## src/hdl/dtbms_ram.sv

```systemverilog
`timescale 1ns / 1ps

module dtbms_ram #(
	parameter int WIDTH = 8,
	parameter int DEPTH = 16
) (
	input  logic                     clk,
	input  logic                     we,
	input  logic [$clog2(DEPTH)-1:0] waddr,
	input  logic [WIDTH-1:0]         wdata,
	input  logic [$clog2(DEPTH)-1:0] raddr,
	output logic [WIDTH-1:0]         rdata
);

	logic [WIDTH-1:0] mem [DEPTH];
	logic [WIDTH-1:0] rdata_q;

	// read returns the old word on a same-address write
	always_ff @(posedge clk) begin
		if (we) begin
			mem[waddr] <= wdata;
		end
		rdata_q <= mem[raddr];
	end

	assign rdata = rdata_q;

endmodule

```

## config.mk

```make
export PLATFORM = sky130hd
export DESIGN_NAME = dtbms_ram
export DESIGN_NICKNAME = d
export VERILOG_FILES = /design/src/hdl/dtbms_ram.sv
export SDC_FILE = /design/constraint.sdc
export NUM_CORES = 1
export LEC_CHECK = 0
export BUFFER_PORTS_ARGS = -buffer_cell sky130_fd_sc_hd__buf_2
export CAP_MARGIN = 25
export CORE_ASPECT_RATIO = 1.2
export CORE_MARGIN = 4
export CORE_UTILIZATION = 50
export CTS_CLUSTER_SIZE = 40
export DETAILED_ROUTE_END_ITERATION = 7
export PLACE_DENSITY = 0.67
export SLEW_MARGIN = 20
export SYNTH_ARGS = -nofsm -noshare
export SYNTH_HDL_FRONTEND = slang
export SYNTH_SLANG_ARGS = --single-unit
```

## constraint.sdc

```tcl
create_clock -name clk -period 5.1 [get_ports clk]
set_input_delay 1.02 -clock clk [delete_from_list [all_inputs] [get_ports clk]]
set_output_delay 1.02 -clock clk [all_outputs]
set_load 0.02 [all_outputs]
```

Yosys cells after proc, flatten, opt, wreduce, memory -nomap -nowiden
Memories as Yosys holds them, arrays and structs flattened. A register that Yosys moved wholly into a read port is not among the register bits. Cells that the tools add are included.

Add/sub/neg operators: 0. Multiply operators: 0. Divide/modulo/power cells: 0. $lt $le $gt $ge: 0. Equality and inequality tests: 0. Shift operators: 0. Mux-type cells: 2. Bitwise logic cells: 0. Reductions and logical operators: 0.

Operator list (number): 1-bit 2-to-1 mux (2).

Register bits after elaboration: 0. Bits in latches: 0. RAM bits: 128. Memory bits (read-only): 0. Input bits: 18. Output and inout port bits: 8. Memories: 1.

Memories: mem (depth 16, width 8, read ports 1, clocked after Yosys merged registers in 1, write ports 1, line 15) `logic [WIDTH-1:0] mem [DEPTH];`.

Logic depth before layout (Yosys ltp)
Word-level depth: 2. Mapped depth: 5. Mapped depth without buffers: 3.

Worst setup path after synthesis
Ideal clock, no wire load.

Kind: input -> register. Start point: in waddr[2]. End point: mem mem[0][0] (enable). Library setup time: 0.383 ns. Arrival: 2.130 ns. Setup slack: 2.587 ns. Stages: 2. Path buffers: 0. Cells stage by stage: or3b_2 nor3_1.

RTL lines: start, declared (line 9) `input logic [$clog2(DEPTH)-1:0] waddr,`; end, declared (line 15).

Straight into the memory's write port.

Worst setup path after layout
Start point: in waddr[2]. End point: mem mem[3][2] (enable).

Straight into the memory's write port.

==> results by group <==
Critical path
  – Critical path peak fanout: 8
  – Critical path startpoint: waddr[2]
  – Crit path launch type: input pin
  – CP Data Arrival Time: 2.33 ns
  – CP Data Required Time: 5.13 ns
  – CP endpoint: mem[3][2]$_DFFE_PP_
  – RR Endpoint: rdata[1]$_DFF_P_
  – FF-to-FF Start: mem[0][1]$_DFFE_PP_
  – CP endpoint kind: flip-flop
  – R2r worst-path depth: 3
  – Flop2flop setup slack: 3.71 ns
  – Kind of critical path: input pin to flip-flop

Finish
  – Multi-input logic area: 1070 sq um
  – Layout cells sized above 1: 0.278
  – Post-Layout Cell Count: 403
  – Commonest non-fill, non-tap cell in the layout: edfxtp_1
  – Fillers: 694
  – Commonest cells after routing, fill and taps aside: 128 x edfxtp_1, 24 x buf_2, 18 x mux4_2
  – Layout overhead on the synthesized area: 17.5%
  – Reg area: 4000 sq um
  – Ant. Diodes: 0
  – Nets: 282

STA
  – Slew @ Worst Pin: 1.06 ns
  – Relative slew slack: 0.290
  – RSZ-0062 raised after global routing: no
  – Setup Skew: 0.00585 ns
  – Setup TNS Final: 0 ns
  – Min Hold Slack: 0.673 ns
  – Post-layout min period: 2.29 ns
  – Final Hold Viols: 0
  – Fmax: 436 MHz
  – Final Cycle Share: 0.450
  – Fin. max-slew vios: 0
  – Finish-stage setup viols: 0

Floorplanning
  – Core box area: 10100 sq um
  – Die area: 12000 sq um
  – Row cnt: 40
  – Chip Width: 101 um
  – Initial Util: 0.512
  – # IOs: 26
  – Die Y: 119 um

Global routing
  – Global-route wire length before repair: 15200 um
  – Global Route met3 Usage: 0.0639
  – GRT busiest layer: met2
  – Vias in the first global route: 2518
  – Initial antenna violation count: 0
  – Met2 Track Usage GR: 0.273
  – GRT Total Usage: 0.181
  – Grt total ovfl: 0
  – Met1 usage: 0.247
  – Largest net degree at the start of global routing: 33

Clock tree
  – Reg clk slew, reported paths: 0.05 ns
  – CTS tree: built
  – Clk sinks: 136
  – Clk Latency, worst-skew pair: 0.41 ns
  – Setup repair bufs after CTS: 0
  – Root Buffer: clkbuf_16
  – H-tree depth: 4
  – Post-CTS sizing: 0
  – Total CTS buffers: 17
  – Clock Tree Buf Depth: 2
  – Cts-stage hold buffer count: 0

Logic synthesis
  – Post-synthesis cell area: 5150 sq um
  – Post-synth EDFFs: 128
  – Syn avg cell area: 22.5 sq um
  – YS warnings: 0
  – Seq/Total Area, Yosys: 0.778
  – Fraction of registers with async set/reset: 0
  – Cells after Synth: 229
  – Flops & latches, synth: 136
  – Mapped Nets: 247
  – Number of distinct library cells after synthesis: 19
  – Synth Flop Type: edfxtp_1

Placement
  – # placed instances: 371
  – Detail Placement HPWL: 6020 um
  – RePlAce Congestion: 0.769
  – IO Port Bufs: 25

Route
  – Vias/cell: 5.88
  – DRC viols: 0
  – WL/cell: 24.1 um
  – Vias post-DR: 2371
  – Iter 0 DRT Violations: 183
  – Final wirelength: 9710 um
  – DR pass1 iterations: 4
  – DRT antenna net count: 0

Status
  – Status: finished, final reports clean

Flow run
  – Max-cap viol count: 0

Pwr
  – Leakage: 2.04 nW
  – Power per cell area: 456 nW/um^2
  – Worst vdd rail ir drop: 0.000275 V

Min path
  – Worst min-delay path class: flip-flop to flip-flop
  – Worst hold start: mem[12][3]$_DFFE_PP_
==> flip-flops by register name (all words and copies together), names as in the netlist <==
| register | count |
|---|---|
| rdata | 8 |
| mem | 128 |
==> layout make-up <==
type | instances | area share
Sequential cell | 136 | 0.662
Clock buffer | 24 | 0.0813
Tap cell | 126 | 0.0261
Multi-Input combinational cell | 83 | 0.177
Timing Repair Buffer | 26 | 0.0223
Clock inverter | 8 | 0.0314
==> Yosys cell counts (all sizes together), types with 2 or more instances <==
cell           number  area (sq um)
a22oi              16           120
buf                 7          56.3
clkdlybuf4s25       3          30.0
dfxtp               8           160
edfxtp            128          3840
mux4               32           773
nand2               9          33.8
nand2b              2          12.5
nand3b              2          15.0
nor2               13          48.8
nor3                4          20.0
==> cell families (layout without fill, tap and decap cells) <==
logic type,count (synthesis),after routing,share of synthesized area
AOI/OAI and AO/OA,16,16,0.0233
muxes,32,32,0.150
and+or+nand+nor,35,35,0.0318
buffers and inverters,10,58,0.0168
DFF,136,136,0.778
==> worst max-delay path, stage by stage <==
cell	delay, ns
buf_2	0.12
or3b_2	0.52
nor2_1	0.66
==> per-stage QoR <==
stage,util,power (mW),instance area (sq um),setup WS (ns)
finish,0.601,2.76,6050,2.81
CTS,0.601,2.78,6050,2.49
global placement,0.533,1.40,5360,2.07
global route,0.601,2.84,6050,2.75
floorplan,-,1.35,5150,2.59
detailed placement,0.533,1.40,5370,2.06
==> worst min-delay path by stage <==
stage,end,slack (ns),cells past startpoint
after floorplan,rdata[0]$_DFF_P_,0.63,3
after global placement,rdata[1]$_DFF_P_,0.65,3
after detailed placement,rdata[3]$_DFF_P_,0.66,3
after CTS,rdata[3]$_DFF_P_,0.67,3
after global routing,rdata[7]$_DFF_P_,0.72,3
final,rdata[3]$_DFF_P_,0.67,3
==> where the power goes <==
group / leakage [nW] / switching (mW) / internal, mW
clock network: 0.334 / 0.416 / 0.967
registers: 1.22 / 0.00874 / 1.25
logic: 0.480 / 0.0715 / 0.0448
total: 2.04 / 0.496 / 2.26
==> routing by layer <==
metal | wire [um] | share of wire | vias to the layer above
met5 | 0 | 0 | -
met4 | 129 | 0.013 | 0
met2 | 4790 | 0.49 | 79
met3 | 575 | 0.059 | 12
met1 | 4220 | 0.43 | 1232
li1 | - | - | 1048
Note: power is estimated with default switching activity, not from simulation.
