--- src/hdl/dtbms_pkg.sv ---
`timescale 1ns / 1ps

package dtbms_pkg;

	localparam int QUEUE_DEPTH       = 16;
	localparam int MAX_LENGTH        = 4095;
	localparam int FRACTION_BITS     = 32;
	localparam int MICROS_PER_SECOND = 1000000;

	// field widths
	localparam int KIND_W     = 2;
	localparam int LEN_W      = 12;
	localparam int TAG_W      = 16;
	localparam int ELAPSED_W  = 32;
	localparam int EV_W       = 3;
	localparam int QMSG_W     = 5;
	localparam int QCHR_W     = 16;
	localparam int CFG_IDX_W  = 3;
	localparam int CFG_DATA_W = 32;
	localparam int MCAP_W     = 5;
	localparam int CCAP_W     = 16;
	localparam int RATE_W     = 32;

	localparam int IDX_W   = $clog2(QUEUE_DEPTH);
	localparam int CNT_W   = $clog2(QUEUE_DEPTH + 1);
	localparam int ENTRY_W = LEN_W + TAG_W;

	// token arithmetic
	localparam int MTOK_W      = MCAP_W + FRACTION_BITS;
	localparam int CTOK_W      = CCAP_W + FRACTION_BITS;
	localparam int PROD_W      = ELAPSED_W + RATE_W;
	localparam int DIV_DIGIT_W = 4;
	localparam int DIV_STEPS   = PROD_W / DIV_DIGIT_W;
	localparam int DSTEP_W     = $clog2(DIV_STEPS);
	localparam int REM_W       = $clog2(MICROS_PER_SECOND);
	localparam int GAIN_W      = PROD_W - REM_W + 1;
	localparam int SUM_W       = ((CTOK_W > GAIN_W) ? CTOK_W : GAIN_W) + 1;

	typedef logic [IDX_W-1:0]   idx_t;
	typedef logic [IDX_W:0]     slot_sum_t;
	typedef logic [CNT_W-1:0]   cnt_t;
	typedef logic [CCAP_W-1:0]  chr_t;
	typedef logic [CCAP_W:0]    chr_ext_t;
	typedef logic [QMSG_W-1:0]  qmsg_t;
	typedef logic [MTOK_W-1:0]  mtok_t;
	typedef logic [CTOK_W-1:0]  ctok_t;
	typedef logic [PROD_W-1:0]  prod_t;
	typedef logic [REM_W-1:0]   rem_t;
	typedef logic [REM_W:0]     rem_ext_t;
	typedef logic [GAIN_W-1:0]  gain_t;
	typedef logic [SUM_W-1:0]   sum_t;
	typedef logic [DSTEP_W-1:0] dstep_t;

	localparam rem_ext_t DIVISOR = rem_ext_t'(MICROS_PER_SECOND);

	typedef enum logic [KIND_W-1:0] {
		KIND_ENQUEUE = 2'd0,
		KIND_TICK    = 2'd1,
		KIND_RESTART = 2'd2
	} kind_t;

	typedef enum logic [EV_W-1:0] {
		EV_ACCEPTED = 3'd0,
		EV_REJECTED = 3'd1,
		EV_SENT     = 3'd2,
		EV_DROPPED  = 3'd3,
		EV_DONE     = 3'd4
	} event_t;

	typedef enum logic [CFG_IDX_W-1:0] {
		REG_MSG_CAPACITY = 3'd0,
		REG_CHR_CAPACITY = 3'd1,
		REG_MSG_RATE     = 3'd2,
		REG_CHR_RATE     = 3'd3,
		REG_MSG_BURST    = 3'd4,
		REG_CHR_BURST    = 3'd5
	} reg_index_t;

	localparam logic [MCAP_W-1:0] RST_MSG_CAPACITY = 5'd16;
	localparam logic [CCAP_W-1:0] RST_CHR_CAPACITY = 16'd4096;
	localparam logic [RATE_W-1:0] RST_MSG_RATE     = 32'd4295;
	localparam logic [RATE_W-1:0] RST_CHR_RATE     = 32'd429497;
	localparam logic [MCAP_W-1:0] RST_MSG_BURST    = 5'd4;
	localparam logic [CCAP_W-1:0] RST_CHR_BURST    = 16'd1024;

	typedef struct packed {
		logic   load_item;
		logic   mul;
		logic   div_step;
		logic   refill;
		logic   enqueue;
		logic   restart;
		logic   pop;
		logic   spend;
		logic   emit;
		event_t ev;
		logic   last;
	} dp_cmd_t;

	typedef struct packed {
		logic [KIND_W-1:0] kind;
		logic              enq_ok;
		logic              empty;
		logic              oversize;
		logic              can_send;
		logic              out_free;
	} dp_status_t;

endpackage

--- src/hdl/dtbms_ctrl.sv ---
`timescale 1ns / 1ps

module dtbms_ctrl (
	input  logic                   clk,
	input  logic                   arst_n,
	input  logic                   in_valid,
	output logic                   in_stall,
	input  dtbms_pkg::dp_status_t  status,
	output dtbms_pkg::dp_cmd_t     cmd
);

	typedef enum logic [2:0] {
		S_IDLE,
		S_DECODE,
		S_ENQ,
		S_MUL,
		S_DIV,
		S_REFILL,
		S_DROP,
		S_SEND
	} state_t;

	state_t            state_q;
	state_t            state_d;
	dtbms_pkg::dstep_t step_q;

	always_comb begin
		cmd     = '0;
		state_d = state_q;
		unique case (state_q)
			S_IDLE: begin
				if (in_valid) begin
					cmd.load_item = 1'b1;
					state_d       = S_DECODE;
				end
			end
			S_DECODE: begin
				unique case (status.kind)
					dtbms_pkg::KIND_ENQUEUE: state_d = S_ENQ;
					dtbms_pkg::KIND_TICK:    state_d = S_MUL;
					dtbms_pkg::KIND_RESTART: begin
						cmd.restart = 1'b1;
						state_d     = S_IDLE;
					end
					default: state_d = S_IDLE;
				endcase
			end
			S_ENQ: begin
				if (status.out_free) begin
					cmd.enqueue = 1'b1;
					cmd.emit    = 1'b1;
					cmd.last    = 1'b1;
					cmd.ev      = status.enq_ok ? dtbms_pkg::EV_ACCEPTED
					                            : dtbms_pkg::EV_REJECTED;
					state_d     = S_IDLE;
				end
			end
			S_MUL: begin
				cmd.mul = 1'b1;
				state_d = S_DIV;
			end
			S_DIV: begin
				cmd.div_step = 1'b1;
				if (step_q == dtbms_pkg::dstep_t'(dtbms_pkg::DIV_STEPS - 1)) begin
					state_d = S_REFILL;
				end
			end
			S_REFILL: begin
				cmd.refill = 1'b1;
				state_d    = S_DROP;
			end
			S_DROP: begin
				// drop oversize head words, then move on to sending
				if (!status.empty && status.oversize) begin
					if (status.out_free) begin
						cmd.pop  = 1'b1;
						cmd.emit = 1'b1;
						cmd.ev   = dtbms_pkg::EV_DROPPED;
					end
				end else begin
					state_d = S_SEND;
				end
			end
			S_SEND: begin
				if (status.out_free) begin
					cmd.emit = 1'b1;
					if (!status.empty && status.can_send) begin
						cmd.pop   = 1'b1;
						cmd.spend = 1'b1;
						cmd.ev    = dtbms_pkg::EV_SENT;
					end else begin
						cmd.ev   = dtbms_pkg::EV_DONE;
						cmd.last = 1'b1;
						state_d  = S_IDLE;
					end
				end
			end
			default: state_d = S_IDLE;
		endcase
	end

	always_ff @(posedge clk or negedge arst_n) begin
		if (!arst_n) begin
			state_q <= S_IDLE;
			step_q  <= '0;
		end else begin
			state_q <= state_d;
			if (state_q == S_MUL) begin
				step_q <= '0;
			end else if (state_q == S_DIV) begin
				step_q <= step_q + dtbms_pkg::dstep_t'(1);
			end
		end
	end

	assign in_stall = (state_q != S_IDLE);

endmodule

--- config.mk ---
export PLATFORM = sky130hd
export DESIGN_NAME = dtbms_ctrl
export DESIGN_NICKNAME = d
export VERILOG_FILES = /design/src/hdl/dtbms_pkg.sv /design/src/hdl/dtbms_ctrl.sv
export SDC_FILE = /design/constraint.sdc
export NUM_CORES = 1
export LEC_CHECK = 0
export ABC_AREA = 1
export BUFFER_PORTS_ARGS = -buffer_cell sky130_fd_sc_hd__buf_2
export CORE_AREA = 3 3 40 42
export CTS_CLUSTER_DIAMETER = 150
export DETAILED_ROUTE_END_ITERATION = 8
export DIE_AREA = 0 0 43 45
export PLACE_DENSITY = 0.82
export SLEW_MARGIN = 30
export SYNTH_ARGS = -nofsm -noshare
export SYNTH_HDL_FRONTEND = slang
export SYNTH_SLANG_ARGS = --single-unit
--- constraint.sdc ---
create_clock -name clk -period 1.8 [get_ports clk]
set_clock_uncertainty 0.15 [all_clocks]
set_input_delay 0.18 -clock clk [delete_from_list [all_inputs] [get_ports clk]]
set_output_delay 0.18 -clock clk [all_outputs]
set_load 0.005 [all_outputs]
Word level (Yosys, flattened, before mapping)

Index checks and enable logic that the tools add are counted.

Equality and inequality tests: 16
Add/subtract/negate cells: 1
Muxes and demuxes: 32
Reduce and logical (&&, ||, !) cells: 8

Operators with widths:

| cell                                                | number |
|---|---|
| case mux 3 bit (8 select lines)                     | 1 |
| 2-to-1 mux 3 bit                                    | 7 |
| 2-to-1 mux 4 bit                                    | 4 |
| 2-to-1 mux 1 bit                                    | 13 |
| equality test 3 bit, second input constant          | 4 |
| != test 2 bit, second input constant                | 6 |
| case mux 4 bit (3 select lines)                     | 1 |
| 2-to-1 mux 7 bit                                    | 1 |
| equality test 3 x 2 -> 1 bit, second input constant | 2 |
| AND reduction 6 bit                                 | 1 |
| 2-to-1 mux 5 bit                                    | 1 |
| adder 4 x 1 -> 4 bit, second input constant         | 1 |
| equality test 4 bit, second input constant          | 1 |
| case mux 1 bit (2 select lines)                     | 2 |
| case mux 2 bit (2 select lines)                     | 1 |
| equality test 3 x 1 -> 1 bit, second input constant | 1 |
| logical NOT 3 bit                                   | 1 |
| nonzero test 3 bit                                  | 1 |
| equality test 2 x 1 -> 1 bit, second input constant | 1 |
| equality test 2 bit, second input constant          | 1 |
| logical AND 1 bit                                   | 2 |
| logical NOT 2 bit                                   | 1 |
| 2-to-1 mux 2 bit                                    | 1 |
| nonzero test 2 bit                                  | 1 |
| logical NOT 1 bit                                   | 1 |

Output and inout port bits: 14
Bits of input ports: 10
Logic and storage cells: 59
Bits in registers: 7

Longest topological paths before layout

Depth in word-level cells: 5
Mapped depth: 8
Depth with buffers taken out: 8

Worst setup path after synthesis

No wires, ideal clock.

Kind: register -> register
From: reg state_q[2]
To: reg state_q[0]
Required time: 1.533 ns
Arrival: 1.070 ns
Clock period less this slack: 1.337 ns
Path buffers: 1
Path slack: 0.463 ns
Stages on the path, launching flop included: 8
Library setup time: 0.117 ns
Cell sequence: dfrtp_1 -> buf_4 -> inv_1 -> nor3_1 -> nor2_2 -> nand2_2 -> nand2_1 -> nand2_1

Word-level cells in the longest chain between the ends: 3
Elaborated cells between the ends (all ways): 16
Those cells by class: 13 x eq/ne; 1 x mux; 2 x reduce/logical

RTL lines:

| what                                              | RTL line          | RTL |
|---|---|---|
| start, declared                                   | dtbms_ctrl.sv:23  | `state_t state_q;` |
| start signal, assigned                            | dtbms_ctrl.sv:107 | `state_q <= state_d;` |
| equality test 3 bit, or another cell as far along | dtbms_ctrl.sv:30  | `unique case (state_q)` |
| != test 2 bit (no source line)                    | n/a               |  |
| AND reduction 6 bit (no source line)              | n/a               |  |

Several ways; a longest one is shown, not always the timed one.
A chain may end at the register's enable or synchronous reset.

==> reports/qor.txt <==
========================================================================================
Status                                                                      complete, no violations
Number of H-tree branching levels                                                      1
Power Internal                                                                    510 µW
Share of async-settable or async-resettable flops after synthesis                   100%
Switch Pwr                                                                        440 µW
Cell row count                                                                        13
Dominant register cell in the synthesized netlist                                dfrtp_1
Xor/xnor share of the synthesized area                                             3.20%
Area growth from synthesis to layout                                               36.8%
Area of the die                                                                 1940 µm²
Main combinational cell family by area after synthesis                      simple AND/OR/NAND/NOR gates
Net count reported at finish                                                         126
Final ANT Viol Nets                                                                    0
Yosys reg bits                                                                         7
Share of synthesized area spent on multiplexers                                       0%
Die width                                                                          43 µm
Final hold violation count                                                             0
Clk slew on worst S/H paths                                                      0.05 ns
Count of TritonRoute iterations in the first routing pass                              4
Vias after detailed routing                                                          633
Most common library cells after synthesis                                   20 x nand2_1, 18 x nand3_1, 13 x inv_1
Peak supply drop                                                              0.000760 V
Syn Area/Cell                                                                   6.45 µm²
Placeable Area                                                                  1280 µm²
Most common cell in the netlist                                                  nand2_1
Number of standard cells after synthesis                                              85
Via density                                                                         4.91
Clock network latency to the later pin of the worst-skew pair                    0.24 ns
Synthesis Warnings                                                                     0
Cell type with the largest total area after synthesis                            dfrtp_1
Number of buffers added by the clock tree synthesis step                               3
Launch instance of the worst register-to-register path                         step_q[0]
R2R depth                                                                              8
Time the worst path needs with I/O delays and setup                              1.72 ns
Post-route DRC violation count                                                         0
Overall global routing resource usage                                              15.2%
Proportion of total power due to net switching                                     46.3%
I/O Buffers                                                                           23
Initial core utilization                                                           42.6%
Total detailed-routing wirelength                                                1390 µm
Starting DRT DRC Count                                                                28
Simple-gate share of the synthesized area                                          46.8%
Share of cells above drive strength 1                                              35.1%
Crit path arrival time                                                           1.39 ns
Net count of the mapped netlist                                                       96
Type of the most critical hold path                                         input port to asynchronous set/reset pin
Critical register-to-register path endpoint                                   state_q[0]
Final weighted congestion in routability-driven placement                          0.805
Placed Instances                                                                     122
Count of endpoints failing setup in the final report                                   0
CP Capture Type                                                               output pin
Synthesized-area fraction occupied by adder cells                                  2.28%
CTS max path bufs                                                                      2
Final number of max-transition violations                                              0
Inserted Diodes                                                                        0
Clock root buffer                                                               clkbuf_4
Data required, critical path                                                     1.47 ns
Overflow left after global routing                                                     0
Slew @ Worst Pin                                                                0.294 ns
Worst Setup Start Kind                                                              flop
Relative slew margins                                                              80.3%
Non-filler cells in the finished layout                                              129
Top cells by area in the synthesized netlist                                dfrtp_1 32%, nand3_1 16%, nand2_1 14%
Start point of the critical path                                              state_q[2]
Die Y-Extent                                                                       45 µm
CTS tree                                                                             yes
Antenna violations before repair                                                       0
Post-DR wirelength/cell                                                          10.8 µm
Post-route fraction of the period consumed by the critical path                    95.5%
Total power divided by cell area                                             1270 nW/µm²
Fraction of power consumed by the clock network                                    14.6%
Seq pwr share                                                                      32.0%
Maximum Capacitance Violations                                                         0
Pre-CTS WS                                                                      0.239 ns
Synthesized cell area                                                            548 µm²
Area after DPL                                                                   674 µm²
Leak                                                                            0.459 nW
Final worst setup slack                                                        0.0805 ns
Portion of the post-synthesis area used by sequential elements                     32.0%
Number of enable flip-flop cells after synthesis                                       0
Clock sink count                                                                       7
First-pass GRT wire length                                                       2230 µm
Type of the worst setup path                                                flop to output pin
Pin count of the biggest net entering global routing                                  11
Combinational group share of total power                                           53.4%
Minimum setup slack among reg-to-reg paths                                       0.32 ns
Fraction of the mapped netlist area in compound gates                              5.48%
Vias in the first global route                                                       556
Total half-perimeter wirelength after legalization and detailed placement        1050 µm
Hold slack final                                                                0.141 ns
Total power of the final layout                                                   950 µW
Portion of synthesized cell area occupied by the leading cell type                 32.0%
Library cells used by synthesis                                                       15
Boundary Pins                                                                         24
Max Fclk                                                                       0.582 GHz
CP Max Fanout                                                                          8
Final non-filler cell area                                                       749 µm²
========================================================================================
## cell type report
cell class | count | area [µm²]
Timing Repair Buffer | 26 | 140
Clock buffer | 4 | 26.3
Tap cell | 15 | 18.8
Inverter | 13 | 48.8
Fill cell | 114 | 536
Sequential cell | 7 | 179
Multi-Input combinational cell | 64 | 337
## flip-flops by register name, summed over array words and instances, names as in the netlist
signal,cells
state_q,3
step_q,4
## per-stage QoR
stage          utilization, %  TNS (ns)
2_1_floorplan               -         0
3_3_place_gp             52.5         0
3_5_place_dp             52.5         0
4_1_cts                  55.4         0
5_1_grt                  58.3   -0.0418
6_report                 58.3         0
## critical path, stage by stage, from the launching register on
cell     delay (ns)
dfrtp_2        0.43
inv_1          0.14
nor3_2         0.28
nor2_4         0.09
nor2_1         0.09
buf_2          0.11
## worst max-delay path by stage
stage | to | cells past startpoint
after floorplan | state_q[0] | 7
after global placement | cmd[2] | 5
final | cmd[2] | 5
after global routing | cmd[2] | 5
after detailed placement | cmd[2] | 5
after CTS | cmd[10] | 4
## cells in the final DEF (no fill, tap or decap)
master / synthesis / layout
buf_2: 0 / 23
buf_4: 1 / 2
clkbuf_1: 0 / 1
clkbuf_4: 0 / 3
dfrtp_1: 7 / 4
dfrtp_2: 0 / 3
dlygate4sd3_1: 0 / 1
ha_1: 1 / 1
inv_1: 13 / 13
nand2_1: 20 / 19
nand2_2: 2 / 3
nand3_1: 18 / 18
nand4_1: 2 / 2
nor2_1: 7 / 6
nor2_2: 3 / 2
nor2_4: 1 / 3
nor3_1: 2 / 1
nor3_2: 0 / 1
o21ai_0: 6 / 6
xnor2_1: 1 / 1
xor2_1: 1 / 1
## power groups by stage
stage / clock network (mW) / registers [mW] / logic, mW
after floorplan: 0 / 0.263 / 0.347
after global placement: 0 / 0.291 / 0.436
after detailed placement: 0 / 0.298 / 0.450
after CTS: 0.140 / 0.297 / 0.455
after global routing: 0.153 / 0.316 / 0.585
final: 0.138 / 0.304 / 0.508
## cells by family after synthesis
group / count (synthesis)
compound gates: 6
flops: 7
simple gates: 55
fa+ha+maj: 1
xor+xnor: 2
buf+inv: 14
## timing repair
action                     in CTS  in global routing
hold buffers                    1                  0
cloned                          0                  0
gates resized for setup         1                  7
hold endpoints to repair        7                  0
pin swaps                       0                  0
setup endpoints to repair       2                  7
buffers inserted                0                  2
## per-layer routing
metal,vias to the layer above,GRT usage [%],wire [µm]
li1,332,-,-
met4,0,5.42,12
met2,12,25.4,706
met1,287,19.3,633
met3,2,3.59,39
met5,-,0,0
Note: power is estimated with default switching activity, not from simulation.
